### config.mk
export PLATFORM = sky130hd
export DESIGN_NAME = fixed_partition_fit_allocator
export DESIGN_NICKNAME = d
export VERILOG_FILES = /design/src/hdl/fpfa_pkg.sv /design/src/hdl/fixed_partition_fit_allocator.sv
export SDC_FILE = /design/constraint.sdc
export NUM_CORES = 1
export LEC_CHECK = 0
export BUFFER_PORTS_ARGS = -buffer_cell sky130_fd_sc_hd__buf_2
export CAP_MARGIN = 20
export CORE_MARGIN = 1
export CORE_UTILIZATION = 60
export DETAILED_ROUTE_END_ITERATION = 8
export PLACE_DENSITY = 0.85
export SLEW_MARGIN = 20
export SYNTH_ARGS = -nofsm -noshare
export SYNTH_HDL_FRONTEND = slang
export SYNTH_SLANG_ARGS = --single-unit
### constraint.sdc
create_clock -name clk -period 4.1 [get_ports clk]
set_input_delay 0.205 -clock clk [delete_from_list [all_inputs] [get_ports clk]]
set_output_delay 0.205 -clock clk [all_outputs]
set_load 0.03 [all_outputs]
### src/hdl/fpfa_pkg.sv
// Package for the fixed partition fit allocator.
// Beat structs, op and policy codes, sequencer states. No dependencies.
package fpfa_pkg;

  localparam int CFG_W = 4;

  localparam logic OP_LOAD  = 1'b0;
  localparam logic OP_ALLOC = 1'b1;

  localparam logic [1:0] POL_FIRST = 2'd0;
  localparam logic [1:0] POL_BEST  = 2'd1;
  localparam logic [1:0] POL_WORST = 2'd2;

  typedef struct packed {
    logic        op;
    logic [1:0]  policy;
    logic [2:0]  block_index;
    logic [15:0] size_value;
  } in_item_t;

  typedef struct packed {
    logic        granted;
    logic [2:0]  chosen_index;
    logic [15:0] chosen_size;
  } out_item_t;

  typedef enum logic [1:0] {
    ST_IDLE,
    ST_SCAN,
    ST_DRAIN,
    ST_DONE
  } fpfa_state_t;

endpackage

### src/hdl/fixed_partition_fit_allocator.sv
// Fixed partition fit allocator: partition size table, taken marks and the scan sequencer.
// Depends on fpfa_pkg.
//
// Load beats write one partition size and clear its taken mark; allocate beats scan the
// partitions below block_count (capped at NUM_BLOCKS) one entry per cycle through a single
// read port of the size memory and one shared compare unit, then commit the taken mark of the
// chosen entry. A load, an undefined policy or a block count of zero goes from idle straight
// to the commit state, which registers its result. An allocate steps through the scan state,
// which issues limit reads, the drain state for the registered read of the last entry, and
// the commit state, which registers the result and commits the mark; limit is the capped
// block count. The scan length is set by the one memory read per cycle. in_ready is high
// only while the sequencer is idle; a finished result waits in the output register and the
// next beat can be accepted meanwhile, but the sequencer holds in its commit state while the
// previous result is still unaccepted.
module fixed_partition_fit_allocator #(
  parameter int NUM_BLOCKS = 8,
  parameter int SIZE_BITS  = 16
) (
  input  logic                    clk,
  input  logic                    rst_n,
  input  logic                    cfg_we,
  input  logic [fpfa_pkg::CFG_W-1:0] cfg_wdata,
  input  logic                    in_valid,
  output logic                    in_ready,
  input  fpfa_pkg::in_item_t      in_data,
  output logic                    out_valid,
  input  logic                    out_ready,
  output fpfa_pkg::out_item_t     out_data
);
  import fpfa_pkg::*;

  localparam int IDX_W = (NUM_BLOCKS > 1) ? $clog2(NUM_BLOCKS) : 1;
  localparam int CNT_W = $clog2(NUM_BLOCKS + 1);
  localparam int LIM_W = (CNT_W > CFG_W) ? CNT_W : CFG_W;

  fpfa_state_t state_r, state_nxt;

  logic [CFG_W-1:0]     block_count_r;
  logic [NUM_BLOCKS-1:0] taken_r;
  logic [SIZE_BITS-1:0] size_mem [NUM_BLOCKS];

  logic [SIZE_BITS-1:0] req_r;
  logic [1:0]           pol_r;
  logic [CNT_W-1:0]     lim_r;
  logic [CNT_W-1:0]     cnt_r;

  // eval stage: registered memory read and taken mark of the entry issued last cycle
  logic                 ev_v_r;
  logic [IDX_W-1:0]     ev_idx_r;
  logic                 ev_tk_r;
  logic [SIZE_BITS-1:0] ev_size_r;

  logic                 found_r;
  logic [IDX_W-1:0]     pick_r;
  logic [SIZE_BITS-1:0] pick_size_r;

  logic                 out_valid_r;
  out_item_t            out_data_r;

  logic                 in_fire;
  logic                 out_free;
  logic                 scan_issue;
  logic                 done_fire;
  logic                 cnt_last;
  logic                 skip_scan;
  logic [LIM_W-1:0]     lim_calc;
  logic                 cand;
  logic                 take;

  assign in_fire   = in_valid && in_ready;
  assign out_free  = !out_valid_r || out_ready;
  assign cnt_last  = (cnt_r == (lim_r - CNT_W'(1)));

  always_comb begin
    if (LIM_W'(block_count_r) > LIM_W'(NUM_BLOCKS)) begin
      lim_calc = LIM_W'(NUM_BLOCKS);
    end else begin
      lim_calc = LIM_W'(block_count_r);
    end
  end

  assign skip_scan = (in_data.op == OP_LOAD) ||
                     !(in_data.policy inside {POL_FIRST, POL_BEST, POL_WORST}) ||
                     (lim_calc == '0);

  // shared compare unit
  assign cand = !ev_tk_r && (ev_size_r >= req_r);
  always_comb begin
    take = 1'b0;
    if (ev_v_r && cand) begin
      if (!found_r) begin
        take = 1'b1;
      end else begin
        case (pol_r)
          POL_BEST:  take = (ev_size_r < pick_size_r);
          POL_WORST: take = (ev_size_r > pick_size_r);
          default:   take = 1'b0;
        endcase
      end
    end
  end

  // next state
  always_comb begin
    state_nxt = state_r;
    case (state_r)
      ST_IDLE: begin
        if (in_fire) begin
          state_nxt = skip_scan ? ST_DONE : ST_SCAN;
        end
      end
      ST_SCAN: begin
        if (cnt_last) begin
          state_nxt = ST_DRAIN;
        end
      end
      ST_DRAIN: state_nxt = ST_DONE;
      ST_DONE: begin
        if (out_free) begin
          state_nxt = ST_IDLE;
        end
      end
      default: state_nxt = ST_IDLE;
    endcase
  end

  // sequencer outputs
  always_comb begin
    in_ready   = 1'b0;
    scan_issue = 1'b0;
    done_fire  = 1'b0;
    case (state_r)
      ST_IDLE:  in_ready   = 1'b1;
      ST_SCAN:  scan_issue = 1'b1;
      ST_DRAIN: ;
      ST_DONE:  done_fire  = out_free;
      default:  ;
    endcase
  end

  always_ff @(posedge clk) begin
    if (!rst_n) begin
      state_r <= ST_IDLE;
    end else begin
      state_r <= state_nxt;
    end
  end

  always_ff @(posedge clk) begin
    if (!rst_n) begin
      block_count_r <= '0;
    end else if (cfg_we) begin
      block_count_r <= cfg_wdata;
    end
  end

  // size memory: written by load beats, one read per scan cycle
  always_ff @(posedge clk) begin
    if (in_fire && (in_data.op == OP_LOAD) && (32'(in_data.block_index) < NUM_BLOCKS)) begin
      size_mem[IDX_W'(in_data.block_index)] <= SIZE_BITS'(in_data.size_value);
    end
  end

  always_ff @(posedge clk) begin
    ev_size_r <= size_mem[cnt_r[IDX_W-1:0]];
    ev_tk_r   <= taken_r[cnt_r[IDX_W-1:0]];
    ev_idx_r  <= cnt_r[IDX_W-1:0];
  end

  always_ff @(posedge clk) begin
    if (!rst_n) begin
      taken_r <= '0;
    end else if (in_fire && (in_data.op == OP_LOAD) &&
                 (32'(in_data.block_index) < NUM_BLOCKS)) begin
      taken_r[IDX_W'(in_data.block_index)] <= 1'b0;
    end else if (done_fire && found_r) begin
      taken_r[pick_r] <= 1'b1;
    end
  end

  always_ff @(posedge clk) begin
    if (!rst_n) begin
      ev_v_r  <= 1'b0;
      found_r <= 1'b0;
      cnt_r   <= '0;
    end else begin
      ev_v_r <= scan_issue;
      if (in_fire) begin
        found_r <= 1'b0;
        cnt_r   <= '0;
      end else begin
        if (scan_issue) begin
          cnt_r <= cnt_r + CNT_W'(1);
        end
        if (take) begin
          found_r <= 1'b1;
        end
      end
    end
  end

  always_ff @(posedge clk) begin
    if (in_fire) begin
      req_r <= SIZE_BITS'(in_data.size_value);
      pol_r <= in_data.policy;
      lim_r <= CNT_W'(lim_calc);
    end
    if (take) begin
      pick_r      <= ev_idx_r;
      pick_size_r <= ev_size_r;
    end
  end

  always_ff @(posedge clk) begin
    if (!rst_n) begin
      out_valid_r <= 1'b0;
    end else if (done_fire) begin
      out_valid_r <= 1'b1;
    end else if (out_ready) begin
      out_valid_r <= 1'b0;
    end
  end

  always_ff @(posedge clk) begin
    if (done_fire) begin
      out_data_r.granted      <= found_r;
      out_data_r.chosen_index <= found_r ? 3'(pick_r) : 3'd0;
      out_data_r.chosen_size  <= found_r ? 16'(pick_size_r) : 16'd0;
    end
  end

  assign out_valid = out_valid_r;
  assign out_data  = out_data_r;

  a_eval_in_scan: assert property (@(posedge clk) disable iff (!rst_n)
    ev_v_r |-> (state_r == ST_SCAN) || (state_r == ST_DRAIN))
    else $error("eval stage active outside scan");

  a_pick_fits: assert property (@(posedge clk) disable iff (!rst_n)
    (found_r && (state_r != ST_IDLE)) |-> (pick_size_r >= req_r))
    else $error("picked partition smaller than request");

  a_scan_bound: assert property (@(posedge clk) disable iff (!rst_n)
    (state_r == ST_SCAN) |-> (cnt_r < lim_r))
    else $error("scan index beyond limit");

  a_result_from_done: assert property (@(posedge clk) disable iff (!rst_n)
    $rose(out_valid_r) |-> ($past(state_r) == ST_DONE))
    else $error("result beat not produced by done state");

endmodule
==> results of run 1 <==
[cell usage after synthesis, types with 2 or more instances]
| cell | number | area (um^2) |
|---|---|---|
| nand4_1 | 6 | 37.5 |
| dfxtp_1 | 41 | 821 |
| clkbuf_1 | 9 | 33.8 |
| and2_1 | 11 | 68.8 |
| a21oi_1 | 12 | 60.1 |
| o21a_1 | 4 | 30.0 |
| xor2_1 | 6 | 52.6 |
| xnor2_1 | 3 | 26.3 |
| mux4_2 | 34 | 766 |
| mux2i_1 | 5 | 50.1 |
| nor2b_1 | 14 | 87.6 |
| buf_2 | 5 | 25.0 |
| inv_1 | 39 | 146 |
| nand2b_1 | 5 | 31.3 |
| nand3_1 | 2 | 10.0 |
| a21o_1 | 2 | 15.0 |
| ha_1 | 40 | 500 |
| nor2_1 | 30 | 113 |
| or4_1 | 2 | 15.0 |
| o211ai_1 | 3 | 22.5 |
| nor3_1 | 6 | 30.0 |
| nand2_1 | 16 | 60.1 |
| edfxtp_1 | 189 | 5680 |
| buf_1 | 2 | 7.51 |
| a211oi_1 | 2 | 15.0 |
| mux2_2 | 17 | 191 |
| o21ai_0 | 20 | 100 |
[stage by stage]
stage	worst slack, ps	instances	area (um^2)	hold WS (ps)	utilization
after floorplan	1090	539	9110	304	-
after global placement	1140	772	9650	388	0.656
after detailed placement	1040	772	9650	400	0.656
after CTS	1040	826	10500	0.244	0.712
after global routing	874	827	10500	9.13	0.712
final	1010	828	10500	2.69	0.713
[state kept, by name, summed over array words and instances (netlist names)]
signal         count
pol_r              2
ev_idx_r           3
ev_v_r             1
req_r             16
block_count_r      4
taken_r            8
ev_tk_r            1
pick_r             3
out_data          20
cnt_r              4
out_valid          1
pick_size_r       16
state_r            2
found_r            1
size_mem         128
ev_size_r         16
lim_r              4
[layout make-up]
cell class / instances / share of cell area
antenna: 1 / 0.000239
clock buffer: 24 / 0.0553
clock inverter: 17 / 0.0102
inverter: 40 / 0.0143
multi-input combinational: 253 / 0.230
sequential: 230 / 0.620
tap: 184 / 0.0220
timing repair buffer: 79 / 0.0475
[layer usage]
metal	vias up	global-route usage
li1	2215	-
met1	2459	0.309
met2	151	0.384
met3	42	0.0466
met4	0	0.0846
met5	-	0
[kinds of logic (layout without fill, tap and decap cells)]
logic type,count (synthesis),in the layout,share of synthesized area
AND/OR/NAND/NOR,99,99,0.0564
multiplexers,56,56,0.111
XOR/XNOR,9,9,0.00865
AO/OA/AOI/OAI,49,49,0.0329
other,0,1,0
buffers and inverters,56,160,0.0237
adder cells (fa/ha/maj),40,40,0.0549
flip-flops,230,230,0.713
[path summary, 6_finish.rpt]
path                                   from                  end  slack [ps]  cells past startpoint
setup reg to reg  pick_size_r[13]$_DFFE_PP_  pick_r[2]$_DFFE_PP_        1010                      9
setup / recovery  pick_size_r[13]$_DFFE_PP_  pick_r[2]$_DFFE_PP_        1010                      9
hold / removal                   in_data[6]   req_r[6]$_DFFE_PP_           3                      1
hold reg to reg         ev_idx_r[2]$_DFF_P_  pick_r[2]$_DFFE_PP_         410                      0
[power by group through the flow]
stage          clock, uW  combinational (uW)  sequential (uW)
6_report            1920                 893             2830
5_1_grt             2040                 982             2850
4_1_cts             1940                 901             2830
3_5_place_dp           0                 871             2880
3_3_place_gp           0                 819             2870
2_1_floorplan          0                 591             2890
[critical path, stage by stage, from the launching register on]
cell	delay, ps
edfxtp_1	320
inv_1	50
ha_1	320
nand4_2	130
or4_4	550
a21o_1	200
nand3_2	70
o211ai_1	110
a221oi_2	710
buf_4	330
==> flow_metrics.env, run 1 <==
export IMPL_status="finished with violations"
export IMPL_failed_checks="DRC"
export IMPL_worstPathMaxFanout=11
export IMPL_dieArea_mm2=0.0157
export IMPL_tightest_slew_ps=1030
export IMPL_power_density_mw_per_mm2=539
export IMPL_register_area_mm2=0.00650
export IMPL_max_slew_margin=0.312
export IMPL_multi_input_area_mm2=0.00241
export IMPL_synth_nets=610
export IMPL_drive_gt1_frac=0.244
export IMPL_final_fill_count=885
export IMPL_start_util=0.620
export IMPL_grt_max_degree=36
export IMPL_p_sw_uw=1450
export IMPL_p_clk_frac=0.340
export IMPL_antenna_found_initial=1
export IMPL_cts_inserted_buffers=23
export IMPL_clock_fmax_mhz=323
export IMPL_grt_pass1_wl_um=27600
export IMPL_vdd_drop_max_mv=0.395
export IMPL_required_ps=4300
export IMPL_leakage_uw=0.00383
export IMPL_wl_met2_um=8450
export IMPL_end_kind="flop"
export IMPL_cts_resized_gates=0
export IMPL_htreeDepth=1
export IMPL_holdBufCountCts=13
export IMPL_die_w_um=125
export IMPL_io_pins=53
export IMPL_wl_met3_um=1080
export IMPL_grt_usage=0.232
export IMPL_final_common_cell="edfxtp_1"
export IMPL_clock_path_buffers=3
export IMPL_total_power_uw=5640
export IMPL_wl_met1_um=7340
export IMPL_layout_common_cells="edfxtp_1, buf_2, ha_1, dfxtp_1, inv_1"
export IMPL_core_area_mm2=0.0147
export IMPL_path_clk_slew_ps=60
export IMPL_yosys_warnings=0
export IMPL_hold_class="input port to flop"
export IMPL_portBuffers=52
export IMPL_cts_sinks=230
export IMPL_wl_um=17400
export IMPL_skew_ps=9.62
export IMPL_syn_area_mm2=0.00911
export IMPL_worstPathArrival_ps=3300
export IMPL_ys_flop_type="edfxtp_1"
export IMPL_switching_share=0.256
export IMPL_tns_ps=0
export IMPL_avgRoutedWirePerCell_um=21.0
export IMPL_yosysSeqAreaShare=0.713
export IMPL_synth_cell_types=41
export IMPL_ant_nets=0
export IMPL_cts_root_buf="clkbuf_16"
export IMPL_drt_pass1_iterations=7
export IMPL_cap_violations=0
export IMPL_synth_cells=539
export IMPL_critPathKind="flop to flop"
export IMPL_p_int_uw=4200
export IMPL_rsz0062_at_grt="false"
export IMPL_synth_edf_count=189
export IMPL_p_seq_frac=0.502
export IMPL_grt_pass1_vias=5052
export IMPL_grt_ovfl_total=0
export IMPL_dpl_hpwl_um=10800
export IMPL_die_h_um=125
export IMPL_vias_per_cell=5.88
export IMPL_period_share=0.755
export IMPL_layout_min_cycle_time_ps=3090
export IMPL_postSynthAreaPerCell_um2=16.9
export IMPL_cts_setup_buffers=0
export IMPL_rows=44
export IMPL_ys_ff_latch=230
export IMPL_comb_power_share=0.158
export IMPL_critPathLaunchType="flop"
export IMPL_nNetsFinal=698
export IMPL_slew_viol_final=0
export IMPL_gp_congestion=0.848
export IMPL_routed_top_layer="met4"
export IMPL_clk_latency_ps=500
export IMPL_drc=18
export IMPL_ys_async_sr_fraction=0
export IMPL_hold_violations=0
export IMPL_setup_viol=0
export IMPL_cts_tree="built"
export IMPL_syn_to_final_growth_pct=14.9
export IMPL_drt_iter0_drc=398
export IMPL_via_count=4867
No activity file was read; power rests on OpenSTA's default activity.
==> run 2: changes to the inputs <==
--- a/config.mk
+++ b/config.mk
@@ -8,9 +8,9 @@
 export BUFFER_PORTS_ARGS = -buffer_cell sky130_fd_sc_hd__buf_2
 export CAP_MARGIN = 20
 export CORE_MARGIN = 1
-export CORE_UTILIZATION = 60
+export CORE_UTILIZATION = 54
 export DETAILED_ROUTE_END_ITERATION = 8
-export PLACE_DENSITY = 0.85
+export PLACE_DENSITY = 0.81
 export SLEW_MARGIN = 20
 export SYNTH_ARGS = -nofsm -noshare
 export SYNTH_HDL_FRONTEND = slang
==> constraint.sdc (replaced) <==
create_clock -name clk -period 2.6 [get_ports clk]
set_input_delay 0.13 -clock clk [delete_from_list [all_inputs] [get_ports clk]]
set_output_delay 0.13 -clock clk [all_outputs]
set_load 0.03 [all_outputs]
==> run 2 against run 1 <==
  * The run now ends clean
  * Non-clock buffer count grew 16
  * Total power rose by 60%
  * Clock skew up 7.2 ps
  * Register-to-register slack worse by 960 ps
  * Routed wire length up 0.77%
  * Cell count rose by 6.2%
  * Critical path depth unchanged
  * Global-route usage is 2.6 points lower
  * Critical path type unchanged
  * Highest routed layer unchanged
==> flow_metrics.env, run 2 (same netlist as run 1, synthesis figures left out) <==
export IMPL_nNetsFinal=714
export IMPL_setup_viol=0
export IMPL_hold_class="input port to flop"
export IMPL_hold_violations=0
export IMPL_grt_ovfl_total=0
export IMPL_worstPathArrival_ps=2780
export IMPL_grt_pass1_vias=5214
export IMPL_setup_ws_ps=41.6
export IMPL_htreeDepth=1
export IMPL_grt_pass1_wl_um=27600
export IMPL_syn_to_final_growth_pct=18.7
export IMPL_final_common_cell="edfxtp_1"
export IMPL_largest_reg_flops=128
export IMPL_drt_iter0_drc=362
export IMPL_power_density_mw_per_mm2=833
export IMPL_status="finished, final reports clean"
export IMPL_place_ws_ps=47.7
export IMPL_comb_power_share=0.163
export IMPL_critPathLaunchType="flop"
export IMPL_skew_ps=16.8
export IMPL_clock_fmax_mhz=391
export IMPL_gp_congestion=0.817
export IMPL_total_power_uw=9010
export IMPL_cts_sinks=230
export IMPL_clock_path_buffers=3
export IMPL_path_clk_slew_ps=60
export IMPL_placed_area_mm2=0.00979
export IMPL_required_ps=2820
export IMPL_layout_cells_non_filler=879
export IMPL_cts_root_buf="clkbuf_16"
export IMPL_drive_gt1_frac=0.259
export IMPL_drc=0
export IMPL_avgRoutedWirePerCell_um=19.9
export IMPL_vdd_drop_max_mv=0.517
export IMPL_multi_input_area_mm2=0.00250
export IMPL_grt_usage=0.207
export IMPL_finish_instance_area_mm2=0.0108
export IMPL_portBuffers=52
export IMPL_wl_um=17500
export IMPL_ant_nets=0
export IMPL_drt_pass1_iterations=6
export IMPL_core_area_mm2=0.0165
export IMPL_die_w_um=132
export IMPL_register_area_mm2=0.00650
export IMPL_rsz0062_at_grt="true"
export IMPL_period_share=0.984
export IMPL_tightest_slew_ps=667
export IMPL_vias_per_cell=5.62
export IMPL_start_util=0.552
export IMPL_worstPathMaxFanout=8
export IMPL_dpl_hpwl_um=10500
export IMPL_die_h_um=132
export IMPL_p_seq_frac=0.496
export IMPL_cts_inserted_buffers=23
export IMPL_r2r_setup_slack_ps=40
export IMPL_end_kind="flop"
export IMPL_p_sw_uw=2290
export IMPL_p_int_uw=6720
export IMPL_slew_viol_final=0
export IMPL_antennaDiodeCount=0
export IMPL_regMostFlops="size_mem"
export IMPL_grt_max_degree=37
export IMPL_p_clk_frac=0.341
export IMPL_dieArea_mm2=0.0174
export IMPL_cts_tree="built"
export IMPL_critPathKind="flop to flop"
export IMPL_layout_min_cycle_time_ps=2560
export IMPL_final_fill_count=1078
export IMPL_dp_cells=809
export IMPL_io_pins=53
export IMPL_antenna_found_initial=0
export IMPL_switching_share=0.254
export IMPL_via_count=4943
export IMPL_max_slew_margin=0.555
export IMPL_clk_latency_ps=510
export IMPL_rows=47
export IMPL_layout_common_cells="edfxtp_1, buf_2, dfxtp_1"
export IMPL_cap_violations=0
export IMPL_leakage_uw=0.00391
-- run 2: power by group through the flow --
stage	sequential, uW	combinational [uW]	clock, uW
5_1_grt	4500	1620	3250
6_report	4470	1470	3070
4_1_cts	4470	1460	3130
3_5_place_dp	4540	1400	0
3_3_place_gp	4520	1350	0
2_1_floorplan	4570	951	0
-- run 2: layout make-up --
type	count	area share
sequential	230	0.601
multi-input combinational	253	0.231
clock inverter	8	0.00521
tap	220	0.0254
clock buffer	33	0.0604
inverter	40	0.0139
timing repair buffer	95	0.0635
-- run 2: layer usage --
layer,GRT usage,vias up,share of wire
li1,-,2249,-
met1,0.276,2491,0.42
met2,0.350,166,0.49
met3,0.0304,37,0.057
met4,0.0711,0,0.025
met5,0,-,0
-- run 2: worst max-delay path, cell delays in order, from the launching register on --
cell and delay [ps]:
edfxtp_1 350, inv_2 60, ha_4 260, nand4_1 120
or4_4 510, a21o_1 200, nand3_2 70, o211ai_1 130
a221oi_4 380, buf_6 200
-- run 2: final timing paths --
check	startpoint	end	depth (start not counted)
setup / recovery	pick_size_r[11]$_DFFE_PP_	pick_size_r[2]$_DFFE_PP_	9
hold / removal	rst_n	out_valid$_SDFFE_PN0P_	2
setup reg to reg	pick_size_r[11]$_DFFE_PP_	pick_size_r[2]$_DFFE_PP_	9
hold reg to reg	ev_idx_r[1]$_DFF_P_	pick_r[1]$_DFFE_PP_	0
-- run 2: through the flow --
stage / TNS, ps / utilization / hold slack (ps)
finish: 0 / 0.655 / 45.6
detailed placement: 0 / 0.592 / 343
global route: -835 / 0.655 / 45.3
global placement: 0 / 0.592 / 334
CTS: 0 / 0.651 / 20.5
floorplan: -201 / - / 229
-- run 2: timing repair --
item	CTS	global route
gates resized for setup	0	9
endpoints found under the hold margin	152	0
hold buffers	27	0
setup endpoints to repair	0	19
setup buffers	0	1
